File: src/design/mbbc_pkg.sv
// ----------------------------------------------------------------------------
// mbbc_pkg
// Types, register indexes and reset values of the bracket balance checker.
// ----------------------------------------------------------------------------
`default_nettype none

package mbbc_pkg;

  localparam int unsigned PairTypesDef = 4;
  localparam int unsigned CountBitsDef = 16;
  localparam int unsigned KeySlots     = 4;
  localparam int unsigned BreakSlots   = 2;
  localparam int unsigned SymBits      = 8;
  localparam int unsigned CfgIdxBits   = 3;
  localparam int unsigned CfgDataBits  = 32;
  localparam int unsigned OutDataBits  = 8;

  // "([{<", ")]}>", 4, ".", 1, "&", 1
  localparam logic [31:0] OpenKeysRst  = 32'h3C7B5B28;
  localparam logic [31:0] CloseKeysRst = 32'h3E7D5D29;
  localparam logic [2:0]  PairUseRst   = 3'd4;
  localparam logic [31:0] UnpSetRst    = 32'h0000002E;
  localparam logic [2:0]  UnpUseRst    = 3'd1;
  localparam logic [15:0] BrkSetRst    = 16'h0026;
  localparam logic [1:0]  BrkUseRst    = 2'd1;

  typedef enum logic [CfgIdxBits-1:0] {
    CFG_OPEN_KEYS  = 3'd0,
    CFG_CLOSE_KEYS = 3'd1,
    CFG_PAIR_USE   = 3'd2,
    CFG_UNP_SET    = 3'd3,
    CFG_UNP_USE    = 3'd4,
    CFG_BRK_SET    = 3'd5,
    CFG_BRK_USE    = 3'd6
  } cfg_reg_e;

  typedef enum logic [1:0] {
    ERR_NONE      = 2'd0,
    ERR_ILLEGAL   = 2'd1,
    ERR_UNMATCHED = 2'd2,
    ERR_UNCLOSED  = 2'd3
  } err_kind_e;

  typedef struct packed {
    err_kind_e kind;
    logic      ok;
  } result_t;

endpackage

`default_nettype wire

File: src/design/multi_bracket_balance_checker_top.sv
// ----------------------------------------------------------------------------
// multi_bracket_balance_checker_top
// Checks a dot-bracket string one character per transfer, per-type depths.
// ----------------------------------------------------------------------------
// Usage:
//   s_axis carries one character per transfer in tdata, tlast on the final
//   character of a string. For every tlast character one result leaves on
//   m_axis: tdata[0] structure_ok, tdata[2:1] error_kind (illegal character,
//   then unmatched closing, then unclosed opening), upper bits zero.
//   The cfg channel writes the key registers; it is always ready and must
//   only be used while no string is in flight.
//   A character is registered on input, then classified and the depth
//   counters updated from the input register; a tlast character also
//   loads the result register that drives m_axis. One character per
//   cycle is sustained by the single classify-and-count stage while
//   no tlast character waits on a stalled result.
//   Reset clears counters, sticky flags and both valid flags, and loads the
//   default keys "([{<" / ")]}>", unpaired "." and break "&".
//   When m_axis stalls with a result waiting, non-last characters keep
//   flowing; only a further tlast character waits in the input register,
//   and s_axis_tready drops until the result is taken.
// ----------------------------------------------------------------------------
`default_nettype none

module multi_bracket_balance_checker_top #(
  parameter int unsigned PAIR_TYPES = mbbc_pkg::PairTypesDef,
  parameter int unsigned COUNT_BITS = mbbc_pkg::CountBitsDef
) (
  input  logic                               clk_i,
  input  logic                               rst_ni,
  // configuration write channel
  input  logic                               cfg_valid_i,
  output logic                               cfg_ready_o,
  input  logic [mbbc_pkg::CfgIdxBits-1:0]    cfg_index_i,
  input  logic [mbbc_pkg::CfgDataBits-1:0]   cfg_data_i,
  // character stream
  input  logic                               s_axis_tvalid,
  output logic                               s_axis_tready,
  input  logic [mbbc_pkg::SymBits-1:0]       s_axis_tdata,  // [7:0] symbol
  input  logic                               s_axis_tlast,
  // result stream
  output logic                               m_axis_tvalid,
  input  logic                               m_axis_tready,
  output logic [mbbc_pkg::OutDataBits-1:0]   m_axis_tdata   // [0] structure_ok, [2:1] error_kind
);
  import mbbc_pkg::*;

  localparam logic [COUNT_BITS-1:0] CntMax = '1;

  // configuration registers
  logic [31:0] open_keys_q, close_keys_q, unp_set_q;
  logic [15:0] brk_set_q;
  logic [2:0]  pair_use_q, unp_use_q;
  logic [1:0]  brk_use_q;

  // input register
  logic               in_vld_q;
  logic [SymBits-1:0] in_sym_q;
  logic               in_last_q;

  // string state
  logic [COUNT_BITS-1:0] cnt_q [PAIR_TYPES];
  logic [COUNT_BITS-1:0] cnt_d [PAIR_TYPES];
  logic                  ill_q, ill_d, uf_q, uf_d;

  // result register
  logic    out_vld_q, out_vld_d;
  result_t out_res_q;
  result_t res;

  logic go;
  logic s_xfer;

  logic [PAIR_TYPES-1:0] open_sel, close_sel;
  logic                  open_hit, close_hit, legal_other;
  logic                  ill_now, uf_now, unclosed;
  logic [COUNT_BITS-1:0] cnt_upd [PAIR_TYPES];
  logic                  ill_upd, uf_upd;

  assign cfg_ready_o = 1'b1;

  always_ff @(posedge clk_i or negedge rst_ni) begin
    if (!rst_ni) begin
      open_keys_q  <= OpenKeysRst;
      close_keys_q <= CloseKeysRst;
      pair_use_q   <= PairUseRst;
      unp_set_q    <= UnpSetRst;
      unp_use_q    <= UnpUseRst;
      brk_set_q    <= BrkSetRst;
      brk_use_q    <= BrkUseRst;
    end else if (cfg_valid_i) begin
      case (cfg_reg_e'(cfg_index_i))
        CFG_OPEN_KEYS:  open_keys_q  <= cfg_data_i;
        CFG_CLOSE_KEYS: close_keys_q <= cfg_data_i;
        CFG_PAIR_USE:   pair_use_q   <= cfg_data_i[2:0];
        CFG_UNP_SET:    unp_set_q    <= cfg_data_i;
        CFG_UNP_USE:    unp_use_q    <= cfg_data_i[2:0];
        CFG_BRK_SET:    brk_set_q    <= cfg_data_i[15:0];
        CFG_BRK_USE:    brk_use_q    <= cfg_data_i[1:0];
        default: ;
      endcase
    end
  end

  // a last character needs a free result slot, others always proceed
  assign go            = in_vld_q && (!in_last_q || !out_vld_q || m_axis_tready);
  assign s_axis_tready = !in_vld_q || go;
  assign s_xfer        = s_axis_tvalid && s_axis_tready;

  always_ff @(posedge clk_i or negedge rst_ni) begin
    if (!rst_ni) begin
      in_vld_q <= 1'b0;
    end else if (s_axis_tready) begin
      in_vld_q <= s_axis_tvalid;
    end
  end

  always_ff @(posedge clk_i) begin
    if (s_xfer) begin
      in_sym_q  <= s_axis_tdata;
      in_last_q <= s_axis_tlast;
    end
  end

  // classify the character; lowest matching type wins, opening before closing
  always_comb begin
    open_sel    = '0;
    close_sel   = '0;
    open_hit    = 1'b0;
    close_hit   = 1'b0;
    legal_other = 1'b0;
    for (int k = 0; k < int'(PAIR_TYPES); k++) begin
      if (k < int'(KeySlots) && int'(pair_use_q) > k) begin
        if (!open_hit && open_keys_q[8*(k%KeySlots) +: 8] == in_sym_q) begin
          open_sel[k] = 1'b1;
          open_hit    = 1'b1;
        end
        if (!close_hit && close_keys_q[8*(k%KeySlots) +: 8] == in_sym_q) begin
          close_sel[k] = 1'b1;
          close_hit    = 1'b1;
        end
      end
    end
    for (int k = 0; k < int'(KeySlots); k++) begin
      if (int'(unp_use_q) > k && unp_set_q[8*k +: 8] == in_sym_q) begin
        legal_other = 1'b1;
      end
    end
    for (int k = 0; k < int'(BreakSlots); k++) begin
      if (int'(brk_use_q) > k && brk_set_q[8*k +: 8] == in_sym_q) begin
        legal_other = 1'b1;
      end
    end
  end

  always_comb begin
    uf_now   = 1'b0;
    unclosed = 1'b0;
    for (int k = 0; k < int'(PAIR_TYPES); k++) begin
      cnt_upd[k] = cnt_q[k];
      if (open_hit) begin
        if (open_sel[k] && cnt_q[k] != CntMax) begin
          cnt_upd[k] = cnt_q[k] + COUNT_BITS'(1);
        end
      end else if (close_sel[k]) begin
        if (cnt_q[k] == '0) begin
          uf_now = 1'b1;
        end else begin
          cnt_upd[k] = cnt_q[k] - COUNT_BITS'(1);
        end
      end
      if (cnt_upd[k] != '0) begin
        unclosed = 1'b1;
      end
    end
    ill_now = !open_hit && !close_hit && !legal_other;
    ill_upd = ill_q || ill_now;
    uf_upd  = uf_q || uf_now;

    if (ill_upd) begin
      res.kind = ERR_ILLEGAL;
    end else if (uf_upd) begin
      res.kind = ERR_UNMATCHED;
    end else if (unclosed) begin
      res.kind = ERR_UNCLOSED;
    end else begin
      res.kind = ERR_NONE;
    end
    res.ok = (res.kind == ERR_NONE);
  end

  // state for the next character, cleared after the last one
  always_comb begin
    for (int k = 0; k < int'(PAIR_TYPES); k++) begin
      cnt_d[k] = cnt_q[k];
    end
    ill_d = ill_q;
    uf_d  = uf_q;
    if (go) begin
      for (int k = 0; k < int'(PAIR_TYPES); k++) begin
        cnt_d[k] = in_last_q ? '0 : cnt_upd[k];
      end
      ill_d = in_last_q ? 1'b0 : ill_upd;
      uf_d  = in_last_q ? 1'b0 : uf_upd;
    end
  end

  always_ff @(posedge clk_i or negedge rst_ni) begin
    if (!rst_ni) begin
      for (int k = 0; k < int'(PAIR_TYPES); k++) begin
        cnt_q[k] <= '0;
      end
      ill_q <= 1'b0;
      uf_q  <= 1'b0;
    end else begin
      cnt_q <= cnt_d;
      ill_q <= ill_d;
      uf_q  <= uf_d;
    end
  end

  // result register
  always_comb begin
    out_vld_d = out_vld_q && !m_axis_tready;
    if (go && in_last_q) begin
      out_vld_d = 1'b1;
    end
  end

  always_ff @(posedge clk_i or negedge rst_ni) begin
    if (!rst_ni) begin
      out_vld_q <= 1'b0;
    end else begin
      out_vld_q <= out_vld_d;
    end
  end

  always_ff @(posedge clk_i) begin
    if (go && in_last_q) begin
      out_res_q <= res;
    end
  end

  assign m_axis_tvalid = out_vld_q;
  assign m_axis_tdata  = {(OutDataBits - $bits(result_t))'(0), out_res_q.kind, out_res_q.ok};

endmodule

`default_nettype wire

File: config.mk
export PLATFORM = sky130hd
export DESIGN_NAME = multi_bracket_balance_checker_top
export DESIGN_NICKNAME = d
export VERILOG_FILES = /design/src/design/mbbc_pkg.sv /design/src/design/multi_bracket_balance_checker_top.sv
export SDC_FILE = /design/constraint.sdc
export NUM_CORES = 1
export LEC_CHECK = 0
export BUFFER_PORTS_ARGS = -buffer_cell sky130_fd_sc_hd__buf_2
export CORE_AREA = 2 2 132 166
export DETAILED_ROUTE_END_ITERATION = 7
export DIE_AREA = 0 0 134 168
export PLACE_DENSITY_LB_ADDON = 0.1
export SKIP_CTS_REPAIR_TIMING = 1
export SYNTH_ARGS = -nofsm -noshare
export SYNTH_HDL_FRONTEND = slang
export SYNTH_SLANG_ARGS = --single-unit
File: constraint.sdc
create_clock -name clk_i -period 5.5 [get_ports clk_i]
set_clock_uncertainty 0.1 [all_clocks]
set_input_delay 0 -clock clk_i [delete_from_list [all_inputs] [get_ports clk_i]]
set_output_delay 0 -clock clk_i [all_outputs]
set_load 0.005 [all_outputs]
==> results.ini <==
[run_status]
run_status = finished clean

[global_routing]
number_of_antenna_violations_at_the_first_check_in_global_routing = 0
grt_pass1_wl_um = 59700
grt_max_degree = 75
global_route.overflow_total = 0
first_global_vias = 10700
all_layer_global_routing_usage_pct = 34.1

[pwr]
p_sw_uw = 1390
power.static_leakage_uw = 0.00579
cell_internal_pwr_uw = 2850
seq_power_share_pct = 46.5
clock_share_of_power_pct = 31.3
peak_supply_drop_mv = 0.227
power_density_nw_per_um2 = 296
share_comb_of_total_power_pct = 22.2
p_sw_share_pct = 32.8

[layout]
finalCoreUtilization_pct = 67.9
final_layout_size_suffix_gt1_share_pct = 22.5
relative_area_change_from_synthesis_to_final_layout_pct = 11.8
finalNetCount = 1421
final_cells = 1655
antenna_cells_inserted = 0

[critical_path]
cp_max_fo = 14
critical_path_arrival_ps = 5000
timing.critical_path.required_ps = 5600
critical_path_class = flop to flop
end_kind = flop
worst_setup_path_start_kind = flop

[clock_network]
htree_levels = 4
max-clock-path-buffers = 2
insertion_delay_ps = 450
cts.sinks = 200
tritoncts = done
cts-buffers-inserted = 17
cts.root.buffer_cell = sky130_fd_sc_hd__clkbuf_16
worst_setup_hold_path_clk_slew_ps = 90

[placed_design]
place.detailed.instances = 1573
globalplace.congestion = 0.973
dp_slack_ps = 695
numPortBuffers = 53
dp_hpwl_um = 26800

[synth]
synth_edf_count = 12
yosysTopAreaCell = sky130_fd_sc_hd__dfrtp_1
synth_seq_cells = 200
synth_top_family_by_area = simple AND/OR/NAND/NOR gates
synth_xor_xnor_area_share_pct = 10.7
post_synth.cell_area_avg_um2 = 9.78
ys_types = 81
yosysWarnings = 0
postSynthCellCount = 1309
synthTopCellsByArea = sky130_fd_sc_hd__dfrtp_1 (28%), sky130_fd_sc_hd__mux2_2 (11%), sky130_fd_sc_hd__dfstp_2 (9.4%), sky130_fd_sc_hd__xnor2_1 (6.6%), sky130_fd_sc_hd__xor2_1 (4.2%)
post-synth-top-count-cell = sky130_fd_sc_hd__dfrtp_1
synth_top_area_share_pct = 27.7
synth_ff_type = sky130_fd_sc_hd__dfrtp_1
post_synth_instance_area_um2 = 12800
yosys-mux-area-fraction_pct = 11.3
yosysSeqAreaShare_pct = 40.0
ys_async_sr_fraction_pct = 94.0
synth_compound_gate_area_share_pct = 12.1
synth_simple_gate_area_share_pct = 20.2
yosys.area_share.adder_pct = 0.879
synth_top_cells_by_count = sky130_fd_sc_hd__dfrtp_1 (142), sky130_fd_sc_hd__mux2_2 (123), sky130_fd_sc_hd__xnor2_1 (96)

[routing]
detailedRoute.firstPassIterationCount = 8
wirelength_per_cell_um = 22.8
drcViolationCount = 0
drt.antenna.violating_nets = 0
drtIter0Drc = 727
avgViaCountPerCell = 6.51
drt_wl_total_um = 37700
vias = 10800

[sta]
timing.fmax_mhz = 204
finalSetupViolCount = 0
finalHoldViolCount = 0
fin_setup_tns_ps = 0
finalMaxSlewViolations = 0
min_period_ps = 4900
slew_margin_rel_pct = 29.7
rsz0062_at_grt = no
final.period_utilization_pct = 89.2
tightest_slew_ps = 1040
fin_ws_ps = 596

[floorplan]
core.rowCount = 60
top_level_ports = 60
die_w_um = 134
coreArea_um2 = 21100
die-area_um2 = 22500
dieHeight_um = 168
initial_utilization_pct = 60.7

[flow_run]
maxCapViolations = 0

[worst_hold_path]
min-delay-path-class = primary input to async pin

## cell families after synthesis
kind of cell | count (synthesis)
buf+inv | 135
other cells | 2
compound gates | 217
flops | 200
mux | 129
xor+xnor | 157
simple gates | 460
fa+ha+maj | 9
## per-layer routing
layer | global-route usage (%) | routed length [um] | up-vias
li1 | - | - | 4921
met1 | 41.1 | 14800 | 5274
met2 | 58.9 | 18800 | 430
met3 | 4.64 | 1720 | 146
met4 | 18.5 | 2360 | 0
met5 | 0 | 0 | -
## layout by cell type, fill, tap and decap left out, types with 5 or more instances in the layout
cell | Yosys | routed
sky130_fd_sc_hd__a21o_1 | 7 | 7
sky130_fd_sc_hd__a21oi_1 | 25 | 25
sky130_fd_sc_hd__a22o_1 | 17 | 17
sky130_fd_sc_hd__a31oi_1 | 13 | 13
sky130_fd_sc_hd__a32oi_1 | 14 | 14
sky130_fd_sc_hd__and2_1 | 17 | 17
sky130_fd_sc_hd__and3_1 | 16 | 16
sky130_fd_sc_hd__and4_1 | 17 | 17
sky130_fd_sc_hd__buf_2 | 18 | 52
sky130_fd_sc_hd__buf_4 | 13 | 30
sky130_fd_sc_hd__clkbuf_16 | 0 | 17
sky130_fd_sc_hd__clkinv_8 | 0 | 6
sky130_fd_sc_hd__conb_1 | 2 | 6
sky130_fd_sc_hd__dfrtp_1 | 142 | 142
sky130_fd_sc_hd__dfstp_2 | 46 | 46
sky130_fd_sc_hd__dlygate4sd3_1 | 0 | 50
sky130_fd_sc_hd__edfxtp_1 | 12 | 12
sky130_fd_sc_hd__ha_1 | 9 | 9
sky130_fd_sc_hd__inv_1 | 33 | 33
sky130_fd_sc_hd__mux2_2 | 123 | 123
sky130_fd_sc_hd__mux2i_1 | 6 | 6
sky130_fd_sc_hd__nand2_1 | 87 | 87
sky130_fd_sc_hd__nand2b_1 | 10 | 10
sky130_fd_sc_hd__nand3_1 | 29 | 29
sky130_fd_sc_hd__nand4_1 | 41 | 41
sky130_fd_sc_hd__nand4b_1 | 5 | 5
sky130_fd_sc_hd__nor2_1 | 66 | 66
sky130_fd_sc_hd__nor3_1 | 54 | 53
sky130_fd_sc_hd__nor3b_1 | 7 | 6
sky130_fd_sc_hd__nor4_1 | 43 | 43
sky130_fd_sc_hd__nor4b_1 | 5 | 5
sky130_fd_sc_hd__o21ai_0 | 55 | 55
sky130_fd_sc_hd__o22ai_1 | 7 | 7
sky130_fd_sc_hd__o31ai_1 | 21 | 21
sky130_fd_sc_hd__or3_1 | 24 | 24
sky130_fd_sc_hd__or4_1 | 13 | 13
sky130_fd_sc_hd__xnor2_1 | 96 | 96
sky130_fd_sc_hd__xor2_1 | 61 | 61
## worst paths after layout
check | startpoint | endpoint | slack, ps | cells past startpoint
setup / recovery | in_sym_q[5]$_DFFE_PP_ | m_axis_tdata[1]$_DFFE_PP_ | 600 | 12
hold / removal | rst_ni | cnt_q[54]$_DFFE_PN0P_ | 10 | 2
max in group asynchronous | rst_ni | unp_set_q[22]$_DFFE_PN0P_ | 3950 | 3
hold reg to reg | uf_q$_DFFE_PN0P_ | uf_q$_DFFE_PN0P_ | 400 | 2
setup reg to reg | in_sym_q[5]$_DFFE_PP_ | m_axis_tdata[1]$_DFFE_PP_ | 600 | 12
min in group clk_i | s_axis_tdata[1] | in_sym_q[1]$_DFFE_PP_ | 160 | 2
## flip-flops by register name, indices dropped and copies added, names as in the netlist, 2 cells and up
name	flops
brk_set_q	16
brk_use_q	2
close_keys_q	32
cnt_q	64
in_sym_q	8
m_axis_tdata	3
open_keys_q	32
pair_use_q	3
unp_set_q	32
unp_use_q	3
## power by group through the flow
stage | registers, uW | clock network, uW | logic [uW]
after floorplan | 1900 | 0 | 688
after global placement | 1980 | 0 | 869
after detailed placement | 1990 | 0 | 892
after CTS | 1960 | 1340 | 901
after global routing | 1990 | 1400 | 1030
final | 1970 | 1330 | 940
## worst max-delay path, stage by stage (launching register included)
cell and delay [ps]:
sky130_fd_sc_hd__edfxtp_1 870, sky130_fd_sc_hd__xnor2_1 150, sky130_fd_sc_hd__nand3_1 130, sky130_fd_sc_hd__or3_1 340
sky130_fd_sc_hd__nand4_1 360, sky130_fd_sc_hd__buf_4 310, sky130_fd_sc_hd__or3_1 460, sky130_fd_sc_hd__o41a_1 450
sky130_fd_sc_hd__xnor2_1 140, sky130_fd_sc_hd__or3_1 460, sky130_fd_sc_hd__nor4_1 330, sky130_fd_sc_hd__nand4_1 300
sky130_fd_sc_hd__a21o_1 260
## stage by stage
step | instance area, um^2 | hold slack [ps] | power [uW]
floorplan | 12800 | -396 | 2580
global route | 14300 | 53.1 | 4410
global placement | 13200 | -49.6 | 2850
CTS | 13800 | -526 | 4200
finish | 14300 | 13.2 | 4240
detailed placement | 13200 | -50.2 | 2880
## area by class of cell
class / count / area, um^2
fillers: 1625 / 6780
flip-flops and latches: 200 / 5120
repair buffers: 133 / 1000
clock inverters: 14 / 185
multi-input cells: 978 / 7100
clock buffers: 18 / 439
inverters: 33 / 124
well taps: 279 / 349
Note: power is estimated with default switching activity, not from simulation.
